## src/finite_ring_set_intersect_union_top_assert.svh

```systemverilog
// assertion macros for the set intersect/union block
// used by the top level only
`ifndef FINITE_RING_SET_INTERSECT_UNION_TOP_ASSERT_SVH
`define FINITE_RING_SET_INTERSECT_UNION_TOP_ASSERT_SVH
`ifndef SYNTHESIS
`define FRS_ASSERT_IMPL(label, clk, rstn, ante, cons) \
  label: assert property (@(posedge clk) disable iff (!rstn) (ante) |-> (cons)) \
    else $error("assertion failed");
`define FRS_ASSERT_NEXT(label, clk, rstn, ante, cons) \
  label: assert property (@(posedge clk) disable iff (!rstn) (ante) |=> (cons)) \
    else $error("assertion failed");
`else
`define FRS_ASSERT_IMPL(label, clk, rstn, ante, cons)
`define FRS_ASSERT_NEXT(label, clk, rstn, ante, cons)
`endif
`endif

```

## src/frsiu_pkg.sv

```systemverilog
// shared types and codes for the set intersect/union block
// no dependencies
package frsiu_pkg;
  localparam logic [1:0] OP_LOAD1 = 2'd0;
  localparam logic [1:0] OP_LOAD2 = 2'd1;
  localparam logic [1:0] OP_INTER = 2'd2;
  localparam logic [1:0] OP_UNION = 2'd3;
  localparam logic [1:0] ST_EMPTY = 2'd0;
  localparam logic [1:0] ST_FIRST = 2'd1;
  localparam logic [1:0] ST_SECOND = 2'd2;
  localparam logic [1:0] ST_NEW = 2'd3;
  // merge kinds run by the datapath
  typedef enum logic [1:0] {MK_UNION, MK_INTER, MK_MINUS} merge_e;
  // controller -> datapath commands
  typedef struct packed {
    logic    load_a;
    logic    load_b;
    logic    start;      // begin a compute
    logic    swap;       // a is second list
    logic    expand;     // expand the a-side? no: expand the complemented side
    logic    exp_a;      // expanded list replaces operand a
    logic    rc;
    merge_e  kind;
    logic    clear;
  } frsiu_cmd_t;
  typedef struct packed {
    logic busy;
    logic done;
  } frsiu_sts_t;
endpackage

```

## src/frsiu_ctrl.sv

```systemverilog
// controller: decodes each item and picks the merge path
// depends on frsiu_pkg
module frsiu_ctrl import frsiu_pkg::*; #(
  parameter int CntW = 6,
  parameter int RingLimit = 10000
) (
  input  logic              clk_i,
  input  logic              rst_ni,
  input  logic              in_valid_i,
  output logic              in_ready_o,
  input  logic [1:0]        opcode_i,
  input  logic              c1_i,
  input  logic              c2_i,
  input  logic [CntW-1:0]   cnt1_i,
  input  logic [CntW-1:0]   cnt2_i,
  input  logic signed [33:0] ring_m_i,
  input  frsiu_sts_t        sts_i,
  output frsiu_cmd_t        cmd_o
);
  localparam logic S_IDLE = 1'b0;
  localparam logic S_RUN = 1'b1;
  logic state_q, state_d;
  logic acc, is_int, ca, cb, mixed, may1, may2;
  logic signed [34:0] ap1, ap2;
  always_comb begin
    ap1 = 35'(ring_m_i) - 35'(cnt1_i);
    ap2 = 35'(ring_m_i) - 35'(cnt2_i);
    // guard checks list of the complemented side against the other list
    may1 = (ap1 >= 0) && (35'(cnt2_i) > ap1) && (ring_m_i < 34'(RingLimit));
    may2 = (ap2 >= 0) && (35'(cnt1_i) > ap2) && (ring_m_i < 34'(RingLimit));
  end
  assign in_ready_o = (state_q == S_IDLE);
  assign acc = in_valid_i && in_ready_o;
  assign is_int = (opcode_i == OP_INTER);
  always_comb begin
    cmd_o = '0;
    cmd_o.kind = MK_UNION;
    ca = c1_i;
    cb = c2_i;
    mixed = ca ^ cb;
    cmd_o.load_a = acc && (opcode_i == OP_LOAD1);
    cmd_o.load_b = acc && (opcode_i == OP_LOAD2);
    cmd_o.start = acc && opcode_i[1];
    if (!mixed) begin
      cmd_o.rc = ca;
      cmd_o.kind = ((is_int && !ca) || (!is_int && ca)) ? MK_INTER : MK_UNION;
    end else if (is_int) begin
      // plain side minus complemented side; plain side is a
      cmd_o.swap = ca;
      cmd_o.expand = ca ? may1 : may2;
      cmd_o.kind = cmd_o.expand ? MK_INTER : MK_MINUS;
      cmd_o.rc = 1'b0;
    end else begin
      // complemented side minus plain side; complemented side is a
      cmd_o.swap = cb;
      cmd_o.expand = cb ? may2 : may1;
      cmd_o.exp_a = 1'b1;
      cmd_o.kind = cmd_o.expand ? MK_UNION : MK_MINUS;
      cmd_o.rc = !cmd_o.expand;
    end
    cmd_o.clear = (state_q == S_RUN) && sts_i.done;
  end
  always_comb begin
    state_d = state_q;
    unique case (state_q)
      S_IDLE: if (cmd_o.start) state_d = S_RUN;
      S_RUN: if (sts_i.done) state_d = S_IDLE;
      default: state_d = S_IDLE;
    endcase
  end
  always_ff @(posedge clk_i or negedge rst_ni) begin
    if (!rst_ni) begin
      state_q <= S_IDLE;
    end else begin
      state_q <= state_d;
    end
  end
endmodule

```

## config.mk

```make
export PLATFORM = sky130hd
export DESIGN_NAME = frsiu_ctrl
export DESIGN_NICKNAME = d
export VERILOG_FILES = /design/src/finite_ring_set_intersect_union_top_assert.svh /design/src/frsiu_pkg.sv /design/src/frsiu_ctrl.sv
export SDC_FILE = /design/constraint.sdc
export NUM_CORES = 1
export LEC_CHECK = 0
export BUFFER_PORTS_ARGS = -buffer_cell sky130_fd_sc_hd__buf_4
export CAP_MARGIN = 30
export CELL_PAD_IN_SITES_DETAIL_PLACEMENT = 1
export CELL_PAD_IN_SITES_GLOBAL_PLACEMENT = 2
export CORE_MARGIN = 2
export CORE_UTILIZATION = 26
export DETAILED_ROUTE_END_ITERATION = 12
export GPL_ROUTABILITY_DRIVEN = 0
export PLACE_DENSITY = 0.82
export SYNTH_ARGS = -nofsm -noshare
export SYNTH_HDL_FRONTEND = slang
export SYNTH_SLANG_ARGS = --single-unit
```

## constraint.sdc

```tcl
create_clock -name clk_i -period 4.3 [get_ports clk_i]
set_input_delay 0.215 -clock clk_i [delete_from_list [all_inputs] [get_ports clk_i]]
set_output_delay 0.215 -clock clk_i [all_outputs]
set_load 0.01 [all_outputs]
```

**Yosys cells after proc, flatten, opt, wreduce, memory -nomap -nowiden**

Index checks and enable logic that the tools add are counted.

- Input bits: 55
- Flip-flop bits (word level): 1
- Output and inout bits: 11

- Equality and inequality tests: 2
- Mux-type cells: 13
- Bitwise operators: 2
- Order comparisons: 5
- $add $sub $neg: 2
- Reductions and logical operators: 16

Operators with widths:

| cell | count |
|---|---|
| 35-bit by 1-bit greater-or-equal comparator with 1-bit output (second input constant) | 2 |
| 6-bit by 35-bit greater-than comparator with 1-bit output | 2 |
| 34-bit by 7-bit subtractor with 35-bit output | 2 |
| 34-bit by 15-bit < comparator with 1-bit output (second input constant) | 1 |
| 1-bit logical AND | 11 |
| 3-bit two-way mux | 3 |
| 1-bit two-way mux | 6 |
| 2-bit two-way mux | 3 |
| 1-bit logical NOT | 3 |
| 2-bit by 1-bit == test with 1-bit output (second input constant) | 1 |
| 2-bit == test (second input constant) | 1 |
| 2-bit logical NOT | 1 |
| 1-bit case mux with 2 select lines | 1 |
| 1-bit logical OR | 1 |
| 1-bit inverter | 1 |
| 1-bit XOR | 1 |

**Depth between registers and ports, before layout**

- Word-level depth: 8
- Mapped depth: 16
- Gate-level depth less buffers: 16

**Worst setup path after synthesis**

OpenSTA, ideal clock, no wires.

- Path type: input to output
- Start point: input port cnt1_i[1]
- End point: output port cmd_o[1] (netlist bit)
- Data required time: 4.085 ns
- Stages on the path: 16
- Data arrival time: 3.292 ns
- Slack: 0.793 ns
- Cell sequence: inv_1 -> ha_1 -> nor2b_1 -> o31ai_1 -> nand2b_1 -> a21oi_1 -> xor2_1 -> ha_1 -> nand2_1 -> nor2_1 -> nor3_1 -> nand4_1 -> or4b_1 -> nor4_2 -> nand3_1 -> o31ai_2

RTL lines:

| element | RTL line | source |
|---|---|---|
| start: declaration | frsiu_ctrl.sv:14 | `input logic [CntW-1:0] cnt1_i,` |
| end: declaration | frsiu_ctrl.sv:18 | `output frsiu_cmd_t cmd_o` |

==> reports/qor.json <==
{
  "clock_insertion_delay_worst_skew_ps": 0,
  "synth_enable_flop_cells": 0,
  "rsz0062_at_grt": "no",
  "synthesis.nets": 327,
  "crit_path_largest_cell_delay_ps": 550,
  "detailed_place_hpwl_um": 5480,
  "worstSetupEndpointType": "primary output",
  "first_pass_iters": 4,
  "route.final.wire_length_um": 6350,
  "grt_first_pass_wirelength_um": 10400,
  "global_route.usage.met1": 0.231,
  "netlist_top_cells_area": "sky130_fd_sc_hd__ha_1 (17%), sky130_fd_sc_hd__o21ai_0 (4.9%), sky130_fd_sc_hd__inv_1 (4.8%)",
  "crit_buf_inv": 3,
  "power_frac_clock": 0,
  "slew_headroom": 0.532,
  "path_clk_slew_ps": 0,
  "max-vdd-ir-drop_mv": 0.0678,
  "grt_overflow": 0,
  "synth-main-ff-cell": "sky130_fd_sc_hd__dfrtp_1",
  "pwr-share-seq": 0.043,
  "leakage_nw": 0.997,
  "syn_area_per_cell_um2": 7.01,
  "worst-endpoint-required_ps": 4090,
  "grt_max_degree": 17,
  "arrival_ps": 3610,
  "crit_chain": "buf_4 > inv_1 > ha_1 > nor2b_1 > o31ai_1 > nand2b_1 > a21oi_1 > xor2_1 > ha_1 > nand2_1 > nor2_1 > nor3_1 > nand4_1 > or4b_1 > nor4_2 > nand3_1 > o31ai_2 > buf_4",
  "vias": 2093,
  "synthDominantCellAreaShare": 0.174,
  "cts_setup_buffers": 0,
  "initial_utilization": 0.270,
  "critical-path-top-delay-family": "simple AND/OR/NAND/NOR gates",
  "globalRoute.busiestLayer": "met2",
  "multiInputGateArea_um2": 1590,
  "intPower_w": 0.000133,
  "crit_type": "in2out",
  "groute.usage.overall": 0.169,
  "area.sequential_um2": 25.0,
  "drt_iter0_markers": 105,
  "floorplan.io_pins": 66,
  "critical_path.slowest_cell": "sky130_fd_sc_hd__or4b_1",
  "vias_per_cell": 5.46,
  "antenna_cells": 0,
  "largest_registers_ranked_by_flip_flop_count": "state_q: 1 flops",
  "achievable-frequency_ghz": 0.262,
  "finalSetupViolCount": 0,
  "yosys.cell_count.top_type": "sky130_fd_sc_hd__ha_1",
  "regMostFlops": "state_q",
  "ys_warn_count": 0,
  "synthToLayoutAreaGrowth_pct": 33.2,
  "placed_cells": 382,
  "power.net_switching_w": 0.000140,
  "synth.distinct_cells": 52,
  "synth.yosys.seq_area_share": 0.0145,
  "final_layout_size_suffix_gt1_frac": 0.235,
  "fill_cell_count": 846,
  "fin_crit_sh": 0.889,
  "coreArea_um2": 6390,
  "die_height_um": 85.4,
  "worst_clock_skew_ps": 0,
  "layoutNonFillerInstCount": 383,
  "final-hold-violation-count": 0,
  "max_cap_violations": 0,
  "nNetsFinal": 389,
  "post-route-drc-count": 0,
  "fp-row-count": 29,
  "grt_antenna_before_repair": 0,
  "post_cts.resized_instances": 0,
  "io_buffer_count": 64,
  "groute.layer.met2.usage": 0.313,
  "largest_register_ffs": 1,
  "tightestPinTransition_ps": 695,
  "layout_min_cycle_time_ps": 3820,
  "routed_wire_length_per_instance_um": 16.6,
  "globalRouteMet3Util": 0.00486,
  "run_status": "finished clean",
  "netlist_area_um2": 1720,
  "post_synth_most_frequent_cells": "sky130_fd_sc_hd__ha_1 (24), sky130_fd_sc_hd__inv_1 (22), sky130_fd_sc_hd__o21ai_0 (17)",
  "switching_share": 0.513,
  "ant_nets": 0,
  "min-delay-path-class": "in2reg",
  "p_per_area_nw_per_um2": 119,
  "grt_pass1_vias": 2144,
  "worstSetupStartpointType": "input port",
  "yosys.area.top_type": "sky130_fd_sc_hd__ha_1",
  "floorplan.die_area_um2": 7300,
  "worst-path-max-fanout": 3,
  "die_width_um": 85.4,
  "final-max-slew-violation-count": 0,
  "setup-tns-final_ps": 0,
  "synth-seq-cells": 1,
  "cts_hold_buf": 1,
  "postSynthCellCount": 246,
  "combinationalPowerShare": 0.957,
  "synthArstFlopShare": 1.00
}
==> cell type report <==
type | count | area share
sequential | 1 | 0.0109
inverter | 22 | 0.0360
timing repair buffer | 66 | 0.217
multi-input combinational | 217 | 0.694
tap | 77 | 0.0420
==> layer usage <==
metal,wire length (um),part of all wire
met5,0,0
met4,0,0
met3,140,0.022
met2,3160,0.50
met1,3050,0.48
==> worst paths after layout <==
path	start	to	slack, ps	cells after the start
worst max-delay path	cnt1_i[1]	cmd_o[1]	480	18
worst min-delay path	sts_i[0]	state_q	400	2
worst max register to register	state_q	state_q	3400	3
worst min register to register	state_q	state_q	610	2
max in group asynchronous	rst_ni	state_q	3660	2
min in group asynchronous	rst_ni	state_q	550	2
==> per-stage QoR <==
stage          hold slack [ps]  area [um2]   util  power [W]  worst slack (ps)
4_1_cts                    405        2300  0.360   0.000275               458
3_5_place_dp             -7.09        2290  0.358   0.000272               470
6_report                   401        2300  0.360   0.000273               479
5_1_grt                    418        2300  0.360   0.000307               251
2_1_floorplan            -80.6        1720      -   0.000165               793
3_3_place_gp             -9.63        2290  0.358   0.000269               470
==> power by group through the flow <==
stage	Clock [W]	Combinational [W]	Sequential (W)
after floorplan	0	0.000154	0.0000114
after global placement	0	0.000257	0.0000116
after detailed placement	0	0.000260	0.0000117
after CTS	0	0.000263	0.0000117
after global routing	0	0.000295	0.0000119
final	0	0.000261	0.0000117
==> cells in the final DEF, fill, tap and decap left out, drive strengths merged, types with 9 or more instances in the layout <==
| cell type | Yosys | routed |
|---|---|---|
| nor3 | 9 | 9 |
| o21ai | 17 | 17 |
| nor2 | 14 | 14 |
| nand2b | 9 | 9 |
| nor4 | 13 | 13 |
| ha | 24 | 24 |
| a21oi | 11 | 11 |
| inv | 22 | 22 |
| buf | 0 | 65 |
| nand2 | 12 | 12 |
==> worst register-to-register path, cell delays in order, from the launching register on <==
cell and delay, ps:
sky130_fd_sc_hd__dfrtp_1 370, sky130_fd_sc_hd__inv_1 80, sky130_fd_sc_hd__and3_1 180, sky130_fd_sc_hd__o21bai_1 150
==> kinds of logic (layout without fill, tap and decap cells) <==
kind of cell,Yosys count,after routing,share of synthesized area
and+or+nand+nor,103,103,0.354
AOI/OAI and AO/OA,73,73,0.295
buffers and inverters,28,88,0.0610
adders and majority gates,26,26,0.197
xor gates and xnor gates,13,13,0.0660
muxes,2,2,0.0116
DFF,1,1,0.0145
(Power assumes the default switching activity.)
